==> config.mk <==
export PLATFORM = sky130hd
export DESIGN_NAME = http_response_head_parser
export DESIGN_NICKNAME = d
export VERILOG_FILES = /design/src/hrhp_pkg.sv /design/src/hrhp_core.sv /design/src/http_response_head_parser.sv
export SDC_FILE = /design/constraint.sdc
export NUM_CORES = 2
export LEC_CHECK = 0
export BUFFER_PORTS_ARGS = -buffer_cell sky130_fd_sc_hd__clkbuf_2
export CAP_MARGIN = 20
export CORE_ASPECT_RATIO = 1.75
export CORE_MARGIN = 4
export CORE_UTILIZATION = 60
export CTS_CLUSTER_DIAMETER = 100
export DETAILED_ROUTE_END_ITERATION = 8
export PLACE_DENSITY = 0.8
export SLEW_MARGIN = 40
export SYNTH_ARGS = -nofsm -noshare
export SYNTH_HDL_FRONTEND = slang
export SYNTH_HIERARCHICAL = 1
export SYNTH_SLANG_ARGS = --single-unit
==> constraint.sdc <==
create_clock -name clk -period 19.5 [get_ports clk]
set_input_delay 2.925 -clock clk [delete_from_list [all_inputs] [get_ports clk]]
set_output_delay 2.925 -clock clk [all_outputs]
set_load 0.01 [all_outputs]
==> src/hrhp_pkg.sv <==
`default_nettype none
package hrhp_pkg;

  // verdict codes
  localparam logic [2:0] V_LEN_OK     = 3'd0;
  localparam logic [2:0] V_REDIRECT   = 3'd1;
  localparam logic [2:0] V_BAD_STATUS = 3'd2;
  localparam logic [2:0] V_BAD_CODE   = 3'd3;
  localparam logic [2:0] V_BAD_HEADER = 3'd4;
  localparam logic [2:0] V_NO_KEY     = 3'd5;
  localparam logic [2:0] V_BAD_LENGTH = 3'd6;
  localparam logic [2:0] V_TOO_LONG   = 3'd7;

  // register indexes
  localparam logic [1:0] REG_HEAD_LIMIT = 2'd0;
  localparam logic [1:0] REG_LEN_KEY    = 2'd1;
  localparam logic [1:0] REG_LOC_KEY    = 2'd2;

  localparam logic [14:0] HEAD_LIMIT_RST = 15'd16384;
  localparam logic [31:0] LEN_KEY_RST    = 32'h12bc2f1c;
  localparam logic [31:0] LOC_KEY_RST    = 32'h5e9e89cb;

  localparam logic [7:0] CH_LF    = 8'h0a;
  localparam logic [7:0] CH_CR    = 8'h0d;
  localparam logic [7:0] CH_SP    = 8'h20;
  localparam logic [7:0] CH_TAB   = 8'h09;
  localparam logic [7:0] CH_COLON = 8'h3a;
  localparam logic [7:0] CH_DOT   = 8'h2e;
  localparam logic [7:0] CH_SLASH = 8'h2f;
  localparam logic [7:0] CASE_BIT = 8'h20;

  localparam logic [15:0] CODE_OK    = 16'd200;
  localparam logic [15:0] CODE_MOVED = 16'd301;
  localparam logic [15:0] CODE_FOUND = 16'd302;

  localparam logic [63:0] MAX_8BIT  = 64'd255;
  localparam logic [63:0] MAX_16BIT = 64'd65535;
  localparam logic [63:0] MAX_LEN   = 64'h7fff_ffff_ffff_ffff;

  localparam logic [31:0] CRC_POLY = 32'hedb88320;
  localparam logic [31:0] CRC_INIT = 32'hffffffff;

  typedef struct packed {
    logic [14:0] head_limit;
    logic [31:0] len_key;
    logic [31:0] loc_key;
  } cfg_t;

  typedef struct packed {
    logic [14:0] value_length;
    logic [14:0] value_offset;
    logic [14:0] head_length;
    logic [62:0] content_length;
    logic [7:0]  version_minor;
    logic [7:0]  version_major;
    logic [15:0] status_code;
    logic [2:0]  verdict;
  } result_t;

  // reflected CRC-32, one byte
  function automatic logic [31:0] crc_byte(input logic [31:0] c, input logic [7:0] b);
    logic [31:0] r;
    r = c ^ {24'd0, b};
    for (int k = 0; k < 8; k++) begin
      r = (r >> 1) ^ (CRC_POLY & {32{r[0]}});
    end
    return r;
  endfunction

  // a*10+d, saturating at max
  function automatic logic [63:0] acc_digit(input logic [63:0] a, input logic [3:0] d,
                                            input logic [63:0] max);
    logic [66:0] t;
    t = ({3'd0, a} << 3) + ({3'd0, a} << 1) + {63'd0, d};
    return (t > {3'd0, max}) ? max : t[63:0];
  endfunction

  // expected lowercase letters of the protocol tag
  function automatic logic [7:0] proto_char(input logic [1:0] i);
    logic [7:0] r;
    unique case (i)
      2'd0: r = 8'h68;
      2'd1: r = 8'h74;
      2'd2: r = 8'h74;
      default: r = 8'h70;
    endcase
    return r;
  endfunction

endpackage
`default_nettype wire

==> src/hrhp_core.sv <==
`default_nettype none
module hrhp_core #(
  parameter int HEAD_MAX = 16384
) (
  input  wire logic            clk,
  input  wire logic            rst,
  input  wire logic            step,
  input  wire logic [7:0]      data_byte,
  input  wire logic            first_byte,
  input  wire hrhp_pkg::cfg_t  cfg,
  output logic                 res_valid,
  output hrhp_pkg::result_t    res
);
  import hrhp_pkg::*;

  localparam int POS_W = $clog2(HEAD_MAX + 1);
  localparam int LIM_W = ((POS_W > 15) ? POS_W : 15) + 1;

  typedef enum logic [3:0] {
    P_IDLE, P_PROTO, P_MAJOR, P_MINOR, P_CODE, P_CODE_CR, P_REASON,
    P_LSTART, P_LCR, P_NAME, P_VAL, P_MLEAD, P_MDIG, P_MTEXT
  } phase_t;

  phase_t             phase, phase_next;
  logic [POS_W-1:0]   pos, pos_next;
  logic [15:0]        acc, acc_next;
  logic [31:0]        crc, crc_next;
  logic [31:0]        key, key_next;
  logic [15:0]        st, st_next;
  logic [7:0]         mj, mj_next, mn, mn_next;
  logic               md, md_next;
  logic [62:0]        ml, ml_next;
  logic [POS_W-1:0]   mvs, mvs_next, mve, mve_next;
  logic               pcr, pcr_next;
  logic               lb, lb_next;
  logic               fin, fin_next;

  logic               fire;
  logic               v;
  logic [2:0]         vc;
  logic [POS_W-1:0]   p;
  logic               dig;
  logic [3:0]         dv;
  logic [31:0]        crc_src, crc_new;
  logic [LIM_W-1:0]   lim;
  phase_t             ph2;

  assign dig = (data_byte >= 8'h30) && (data_byte <= 8'h39);
  assign dv  = data_byte[3:0];

  always_comb begin
    // base values: cleared on the first beat of a response
    phase_next = first_byte ? P_PROTO : phase;
    pos_next   = first_byte ? '0 : pos;
    acc_next   = first_byte ? '0 : acc;
    crc_next   = first_byte ? CRC_INIT : crc;
    key_next   = first_byte ? '0 : key;
    st_next    = first_byte ? '0 : st;
    mj_next    = first_byte ? '0 : mj;
    mn_next    = first_byte ? '0 : mn;
    md_next    = first_byte ? 1'b0 : md;
    ml_next    = first_byte ? '0 : ml;
    mvs_next   = first_byte ? '0 : mvs;
    mve_next   = first_byte ? '0 : mve;
    pcr_next   = first_byte ? 1'b0 : pcr;
    lb_next    = first_byte ? 1'b0 : lb;
    fin_next   = first_byte ? 1'b0 : fin;
    fire       = step && (first_byte || !fin);
    p          = pos_next;
    v          = 1'b0;
    vc         = V_LEN_OK;
    ph2        = phase_next;
    crc_src    = (phase_next == P_LSTART) ? CRC_INIT : crc_next;
    crc_new    = crc_byte(crc_src, data_byte | CASE_BIT);
    if (fire) begin
      pos_next = p + 1'b1;
    end

    unique case (phase_next)
      P_PROTO: begin
        if ((p < POS_W'(4)) ? ((data_byte | CASE_BIT) != proto_char(p[1:0]))
                             : (data_byte != CH_SLASH)) begin
          v = 1'b1; vc = V_BAD_STATUS;
        end else if (p >= POS_W'(4)) begin
          phase_next = P_MAJOR; acc_next = '0;
        end
      end
      P_MAJOR: begin
        if (dig) acc_next = 16'(acc_digit(64'(acc_next), dv, MAX_8BIT));
        else if (data_byte == CH_DOT) begin
          mj_next = acc_next[7:0]; acc_next = '0; phase_next = P_MINOR;
        end else begin
          v = 1'b1; vc = V_BAD_STATUS;
        end
      end
      P_MINOR: begin
        if (dig) acc_next = 16'(acc_digit(64'(acc_next), dv, MAX_8BIT));
        else if (data_byte == CH_SP) begin
          mn_next = acc_next[7:0]; acc_next = '0; phase_next = P_CODE;
        end else begin
          v = 1'b1; vc = V_BAD_STATUS;
        end
      end
      P_CODE: begin
        if (dig) acc_next = 16'(acc_digit(64'(acc_next), dv, MAX_16BIT));
        else if (data_byte == CH_SP) begin
          st_next = acc_next; pcr_next = 1'b0; phase_next = P_REASON;
        end else if (data_byte == CH_CR) begin
          st_next = acc_next; phase_next = P_CODE_CR;
        end else begin
          v = 1'b1; vc = V_BAD_STATUS;
        end
      end
      P_CODE_CR, P_REASON: begin
        if (data_byte == CH_LF) begin
          if (phase_next == P_REASON && !pcr_next) begin
            v = 1'b1; vc = V_BAD_STATUS;
          end else begin
            // status line complete: pick the wanted key
            phase_next = P_LSTART;
            if (st_next == CODE_OK) key_next = cfg.len_key;
            else if (st_next == CODE_MOVED || st_next == CODE_FOUND) key_next = cfg.loc_key;
            else begin
              v = 1'b1; vc = V_BAD_CODE;
            end
          end
        end else if (phase_next == P_CODE_CR) begin
          v = 1'b1; vc = V_BAD_STATUS;
        end else begin
          pcr_next = (data_byte == CH_CR);
        end
      end
      P_LSTART, P_LCR, P_NAME: begin
        if (phase_next == P_LSTART && data_byte == CH_CR) begin
          crc_next = crc_new; phase_next = P_LCR;
        end else if (phase_next == P_LCR && data_byte == CH_LF) begin
          // blank line ends the head
          v = 1'b1;
          if (!md_next) vc = V_NO_KEY;
          else if (st_next == CODE_OK) vc = (lb_next || ml_next == '0) ? V_BAD_LENGTH : V_LEN_OK;
          else vc = V_REDIRECT;
        end else if (data_byte == CH_LF) begin
          v = 1'b1; vc = V_BAD_HEADER;
        end else if (data_byte == CH_COLON) begin
          pcr_next = 1'b0;
          if (!md_next && (~crc_src) == key_next) begin
            md_next = 1'b1; mvs_next = p + 1'b1; ml_next = '0; lb_next = 1'b0;
            phase_next = (st_next == CODE_OK) ? P_MLEAD : P_MTEXT;
          end else begin
            phase_next = P_VAL;
          end
        end else begin
          crc_next = crc_new; phase_next = P_NAME;
        end
      end
      P_VAL, P_MLEAD, P_MDIG, P_MTEXT: begin
        if (data_byte == CH_LF) begin
          if (!pcr_next) begin
            v = 1'b1; vc = V_BAD_HEADER;
          end else begin
            if (phase_next != P_VAL) mve_next = p - 1'b1;
            pcr_next = 1'b0; phase_next = P_LSTART;
          end
        end else begin
          // a CR inside the value spoils a length
          if (pcr_next && (ph2 == P_MLEAD || ph2 == P_MDIG)) begin
            lb_next = 1'b1; ph2 = P_MTEXT;
          end
          phase_next = ph2;
          if (data_byte == CH_CR) pcr_next = 1'b1;
          else begin
            pcr_next = 1'b0;
            if (ph2 == P_MLEAD) begin
              if (dig) begin
                ml_next = {59'd0, dv}; phase_next = P_MDIG;
              end else if (data_byte != CH_SP && data_byte != CH_TAB) begin
                lb_next = 1'b1; phase_next = P_MTEXT;
              end
            end else if (ph2 == P_MDIG) begin
              if (dig) ml_next = 63'(acc_digit({1'b0, ml_next}, dv, MAX_LEN));
              else begin
                lb_next = 1'b1; phase_next = P_MTEXT;
              end
            end
          end
        end
      end
      default: begin
        v = 1'b1; vc = V_BAD_STATUS;
      end
    endcase

    // head limit, clamped to 1..HEAD_MAX
    lim = LIM_W'(cfg.head_limit);
    if (lim == '0) lim = LIM_W'(1);
    if (lim > LIM_W'(HEAD_MAX)) lim = LIM_W'(HEAD_MAX);
    if (!v && LIM_W'(pos_next) >= lim) begin
      v = 1'b1; vc = V_TOO_LONG;
    end

    res_valid = fire && v;
    res.verdict        = vc;
    res.status_code    = st_next;
    res.version_major  = mj_next;
    res.version_minor  = mn_next;
    res.content_length = (vc == V_LEN_OK) ? ml_next : '0;
    res.head_length    = 15'(pos_next);
    if (md_next && (vc == V_LEN_OK || vc == V_REDIRECT || vc == V_BAD_LENGTH)) begin
      res.value_offset = 15'(mvs_next);
      res.value_length = (mve_next >= mvs_next) ? 15'(mve_next - mvs_next) : '0;
    end else begin
      res.value_offset = '0;
      res.value_length = '0;
    end
    if (v) begin
      fin_next = 1'b1; phase_next = P_IDLE;
    end
  end

  // parse state
  always_ff @(posedge clk) begin
    if (rst) begin
      phase <= P_IDLE; pos <= '0; acc <= '0; crc <= CRC_INIT; key <= '0;
      st <= '0; mj <= '0; mn <= '0; md <= 1'b0; ml <= '0; mvs <= '0; mve <= '0;
      pcr <= 1'b0; lb <= 1'b0; fin <= 1'b1;
    end else if (fire) begin
      phase <= phase_next; pos <= pos_next; acc <= acc_next; crc <= crc_next;
      key <= key_next; st <= st_next; mj <= mj_next; mn <= mn_next; md <= md_next;
      ml <= ml_next; mvs <= mvs_next; mve <= mve_next; pcr <= pcr_next;
      lb <= lb_next; fin <= fin_next;
    end
  end

  // a verdict always leaves the parser idle
  a_idle_after: assert property (@(posedge clk) disable iff (rst)
    res_valid |=> fin && phase == P_IDLE)
    else $error("parser not idle after verdict");
  a_pos_bound: assert property (@(posedge clk) disable iff (rst)
    !fin |-> pos <= POS_W'(HEAD_MAX))
    else $error("byte position past head maximum");
  a_match_start: assert property (@(posedge clk) disable iff (rst)
    md |-> mvs != '0)
    else $error("match without value start");

endmodule
`default_nettype wire

==> src/http_response_head_parser.sv <==
`default_nettype none
// Channel  Dir  Beat contents
// s_*      in   one head byte: tdata[7:0] data_byte, tuser first_byte
// m_*      out  one verdict per response (fields in tdata, see port)
// cfg_*    in   register write: 0 head_limit, 1 length_key_hash, 2 location_key_hash
//
// One byte per cycle while the output is not stalled: a byte enters the
// input register, and the parse step runs from there into the result register.
// rst is synchronous, active high; the parser then idles until a first byte.
// A stalled result holds the result register; the input register keeps
// taking a beat as long as the result register is free or being emptied.
module http_response_head_parser #(
  parameter int HEAD_MAX = 16384
) (
  input  wire logic         clk,
  input  wire logic         rst,
  input  wire logic         s_tvalid,
  output logic              s_tready,
  input  wire logic [7:0]   s_tdata,   // [7:0] data_byte
  input  wire logic         s_tuser,   // [0] first_byte
  output logic              m_tvalid,
  input  wire logic         m_tready,
  // [2:0] verdict, [18:3] status_code, [26:19] version_major,
  // [34:27] version_minor, [97:35] content_length, [112:98] head_length,
  // [127:113] value_offset, [142:128] value_length, [143] zero
  output logic [143:0]      m_tdata,
  input  wire logic         cfg_we,
  input  wire logic [1:0]   cfg_index,
  input  wire logic [31:0]  cfg_data
);
  import hrhp_pkg::*;

  cfg_t       cfg;
  logic       in_valid;
  logic [7:0] in_byte;
  logic       in_first;
  logic       step;
  logic       res_valid;
  result_t    res;

  assign step     = in_valid && (!m_tvalid || m_tready);
  assign s_tready = !in_valid || step;

  // configuration registers
  always_ff @(posedge clk) begin
    if (rst) begin
      cfg.head_limit <= HEAD_LIMIT_RST;
      cfg.len_key    <= LEN_KEY_RST;
      cfg.loc_key    <= LOC_KEY_RST;
    end else if (cfg_we) begin
      unique case (cfg_index)
        REG_HEAD_LIMIT: cfg.head_limit <= cfg_data[14:0];
        REG_LEN_KEY:    cfg.len_key    <= cfg_data;
        REG_LOC_KEY:    cfg.loc_key    <= cfg_data;
        default: ;
      endcase
    end
  end

  // input register
  always_ff @(posedge clk) begin
    if (rst) in_valid <= 1'b0;
    else if (s_tready) in_valid <= s_tvalid;
    if (s_tready && s_tvalid) begin
      in_byte  <= s_tdata;
      in_first <= s_tuser;
    end
  end

  hrhp_core #(.HEAD_MAX(HEAD_MAX)) u_core (
    .clk        (clk),
    .rst        (rst),
    .step       (step),
    .data_byte  (in_byte),
    .first_byte (in_first),
    .cfg        (cfg),
    .res_valid  (res_valid),
    .res        (res)
  );

  // result register
  always_ff @(posedge clk) begin
    if (rst) m_tvalid <= 1'b0;
    else if (step) m_tvalid <= res_valid;
    else if (m_tready) m_tvalid <= 1'b0;
    if (step && res_valid) m_tdata <= {1'b0, res};
  end

  a_hold: assert property (@(posedge clk) disable iff (rst)
    in_valid && m_tvalid && !m_tready |=> in_valid && $stable(in_byte))
    else $error("input beat lost under output stall");
  a_len_set: assert property (@(posedge clk) disable iff (rst)
    m_tvalid && m_tdata[2:0] == V_LEN_OK |-> m_tdata[97:35] != '0)
    else $error("length verdict with zero length");
  a_len_zero: assert property (@(posedge clk) disable iff (rst)
    m_tvalid && m_tdata[2:0] != V_LEN_OK |-> m_tdata[97:35] == '0)
    else $error("length given without length verdict");

endmodule
`default_nettype wire
Yosys cells after proc, flatten, opt, wreduce, memory -nomap -nowiden:

Index checks and enable logic that the tools add are counted.

* flip-flop bits (word level): 461
* output and inout port bits: 146

* add/subtract/negate cells: 7
* $lt $le $gt $ge: 10
* equal/unequal tests: 35
* multiplexer cells: 182
* bitwise logic cells: 10
* reduce and logical (&&, ||, !) cells: 44

Operators with widths (count)
* $mux W63: 13
* $mux W32: 13
* $xor A31 B32 Y32: 8
* $mux W15: 16
* $mux W16: 15
* $pmux W63 S2: 1
* $mux W4: 29
* $mux W8: 9
* $add A66 B64 Y67: 1
* $add A67 B4 Y67: 1
* $gt A67 B16 Y1 const B: 1
* $gt A67 B63 Y1 const B: 1
* $gt A67 B8 Y1 const B: 1
* $pmux W16 S4: 1
* $logic_not A63 Y1: 1
* $mux W1: 56
* $mux W3: 17
* $eq A16 B9 Y1 const B: 2
* $eq A32 B32 Y1: 1
* $eq A4 B4 Y1 const B: 8
* $not A32 Y32: 1
* $xor A32 B8 Y32: 1
* $ge A15 B15 Y1: 2
* $pmux W4 S7: 1
* other kinds (41): 88

Logic depth before layout (Yosys ltp):

* depth after elaboration: 17
* gate-level depth with buffers: 26
* depth with buffers taken out: 22

By module:

The synthesis kept the hierarchy.

By module, submodules not included
* hrhp_core: instances 1, cells each 3229, area an instance 22579.2 µm², sequential area each 4564.4 µm²
* http_response_head_parser: instances 1, cells each 481, area an instance 7908.8 µm², sequential area each 6185.9 µm²

Worst setup path before layout:

Ideal clock, no wire load.

* kind: input -> register
* start: in m_tready
* end: reg m_tdata[0], enable pin
* setup time: 0.664 ns
* arrival: 12.074 ns
* required time: 18.836 ns
* setup slack: 6.761 ns
* cell stages on the path: 21
* cells stage by stage: nand2b_1 and2_1 inv_1 a21oi_1 clkbuf_1 clkbuf_1 nand2_1 nand3_1 o21ai_0 ha_1 o21ai_0 a21oi_1 o211ai_1 a21oi_1 o21a_1 nand2_1 o21ai_0 nor2b_1 nor2_1 nand2_1 nor2b_1

RTL lines
* start: declaration: RTL line http_response_head_parser.sv:22 `input wire logic m_tready,`
* end signal: assignment: RTL line http_response_head_parser.sv:86 `if (step && res_valid) m_tdata <= {1'b0, res};`
* end: declaration: RTL line http_response_head_parser.sv:26 `output logic [143:0] m_tdata,`

==> impl_metrics.ini <==
[timing]
slew_violations = 0
fin_hold_ws_ns = 0.457
slew_headroom_pct = 42.5
post-route-period-util_pct = 39.0
period_needed_ns = 7.60
setup_viol = 0
clock_skew_ns = 0.0224
max_freq_mhz = 132
hold_viol = 0
tightestPinTransition_ns = 0.862
setup_tns_ns = 0
rsz0062_at_grt = no

[critical_path]
worstPathMaxFanout = 88
r2r_start = in_first
r2r-end = m_tdata[118]
cp-end-kind = flop
criticalPathCategory = in -> reg
worstPathArrival_ns = 7.80
cpPeakStageDelay_ns = 0.63
start_kind = input port
crit_chain = clkbuf_2 -> nand2b_1 -> and2_1 -> inv_1 -> a21oi_4 -> buf_12 -> nand2_1 -> nand3_1 -> o21ai_0 -> ha_1 -> o21ai_0 -> a21oi_1 -> o211ai_1 -> a21oi_1 -> o21a_1 -> nand2_1 -> o21ai_0 -> nor2b_1 -> nor2_1 -> nand2_1 -> nor2b_4 -> buf_6 -> buf_6
r2r_slack_ns = 12.05
cp_slowest_cell = buf_6
required_ns = 19.71
reg2reg_depth = 26

[synthesis]
ys.flop_type = dfxtp_1
ys_seq_area_share_pct = 35.3
avgSynthCellArea_um2 = 8.22
synthCells = 3710
yosysWarnings = 6
synth_area_um2 = 30500
synth-edff-count = 152
ys_seq_elements = 461
async_reset_ff_share_pct = 0
yosysUniqueCellTypes = 89
synth_nets = 3951

[clocking]
ctsHtreeMaxLevel = 2
cts_resized = 0
cts_tree = built
numCtsBuffers = 43
clock_path_buffers = 3
clkTransAtPathRegs_ns = 0.06
root_buffer = clkbuf_16
cts.sinks = 461
clk_latency_ns = 0.60
hold_buffers = 0
cts_setup_buffers = 0

[worst_hold_path]
hold_path_end = u_core/mj[5]
hold_class = reg -> reg
hp-start = u_core/mj[5]
whs_path_depth = 2

[floorplanning]
dieWidth_um = 178
core_area_um2 = 50500
rows = 109
die_h_um = 306
io_pins = 194
die-area_um2 = 54600
start_util_pct = 60.4

[power]
p_per_area_nw_per_um2 = 63.4
cellLeakagePower_uw = 0.0132
peakVddDrop_v = 0.0000818
total_power_uw = 2110

[placement]
gp_congestion = 1.04
numPortBuffers = 192
place_area_um2 = 31700
hpwl_um = 70500

[grt]
grt_pass1_vias = 27700
grt_max_degree = 193
antenna_found_initial = 0
grt_pass1_wl_um = 152000
grt_use_total_pct = 34.8
grt_overflow = 0

[route]
first_iter_violations = 2671
wirelength_um = 98700
drtAntennaViolNets = 0
vias = 29000
drc = 0
drt-wirelength-per-cell_um = 22.2
drtPass1Iterations = 8
detail_route.vias_per_cell = 6.54

[finish]
fin_area_um2 = 33300
areaGrowthSynthToFinish_pct = 9.11
fill_cells = 4331
n_antenna_cell = 0
multi_input_area_um2 = 18500
final_nets = 3979
drive_above_1_share_pct = 9.73
final-seq-area_um2 = 10800
layout_common_cells = nor2_1, nand2_1, a21oi_1, dfxtp_1, o21ai_0
utilization_pct = 65.9
mostFrequentLayoutCell = nor2_1

[flow_run]
maxCapViolCount = 0

[status]
status = finished, final reports clean
==> kinds of logic after synthesis <==
logic type	share of synthesized area (%)
muxes	5.02
AOI/OAI and AO/OA	19.9
and+or+nand+nor	22.0
xor gates and xnor gates	5.48
DFF	35.3
buffers and inverters	4.34
adders and majority gates	8.02
other	0.0123
==> metrics by stage <==
stage,std cells,setup WS [ns]
2_1_floorplan,3710,6.76
3_3_place_gp,4356,10.66
3_5_place_dp,4356,11.01
4_1_cts,4436,11.56
5_1_grt,4439,11.38
6_report,4439,11.90
==> flip-flops by register name, indices dropped and copies added (netlist names), 4 cells and up <==
name          count
u_core/crc       32
u_core/mvs       15
u_core/pos       15
u_core/phase      4
u_core/mj         8
m_tdata         143
u_core/mve       15
u_core/ml        63
in_byte           8
u_core/mn         8
u_core/st        16
cfg              79
u_core/acc       16
u_core/key       32
==> layer usage <==
metal | GRT usage (%) | vias to the layer above | routed length, um | share of wire, %
li1 | - | 13400 | - | -
met1 | 40.4 | 13600 | 34900 | 35
met2 | 58.2 | 1570 | 47300 | 48
met3 | 4.47 | 444 | 7610 | 7.7
met4 | 25.5 | 0 | 8940 | 9.1
met5 | 0 | - | 0 | 0
==> cell usage after synthesis, types with 22 or more instances <==
cell,number,area [um2]
nor2_1,442,1660
nand2_1,391,1470
a21oi_1,336,1680
dfxtp_1,309,6190
o21ai_0,198,991
clkbuf_1,195,732
ha_1,189,2360
edfxtp_1,152,4560
mux2i_1,144,1440
xnor2_1,124,1090
nor2b_1,105,657
nand2b_1,96,601
nor3_1,79,395
inv_1,72,270
xor2_1,65,569
nand3_1,58,290
o22ai_1,58,363
nand4_1,57,357
a31oi_1,53,332
a211oi_1,43,323
nor4_1,38,238
a21o_1,35,263
o31ai_1,33,248
and3_1,32,200
o211ai_1,29,218
a22oi_1,26,195
buf_2,25,125
or3_1,22,138
==> worst max path at each step <==
stage                   from  depth (start not counted)           end
finish              m_tready                         23  m_tdata[118]
global route        in_first                         26    m_tdata[8]
CTS                 m_tready                         23   m_tdata[27]
detailed placement  m_tready                         23  m_tdata[122]
global placement    m_tready                         23   m_tdata[21]
floorplan           m_tready                         21    m_tdata[0]
==> critical path, delay by kind of cell <==
kind	cells	cell delay [ns]
AND/OR/NAND/NOR	9	1.33
AO/OA/AOI/OAI	8	1.42
adder cells (fa/ha/maj)	1	0.33
buffers and inverters	5	1.65
==> power by group <==
| part | switching, uW | leakage (uW) | internal, uW | total [uW] |
|---|---|---|---|---|
| clock network | 398 | 0.000741 | 506 | 904 |
| logic | 125 | 0.00850 | 64.9 | 189 |
| registers | 13.6 | 0.00396 | 1000 | 1020 |
| total | 536 | 0.0132 | 1570 | 2110 |
==> cell type report <==
cell class	count	area share, %
well taps	666	2.50
clock inverters	23	0.846
flip-flops and latches	461	32.3
multi-input cells	2925	55.6
repair buffers	233	4.15
clock buffers	57	3.70
inverters	74	0.835
Note: power is estimated with default switching activity, not from simulation.
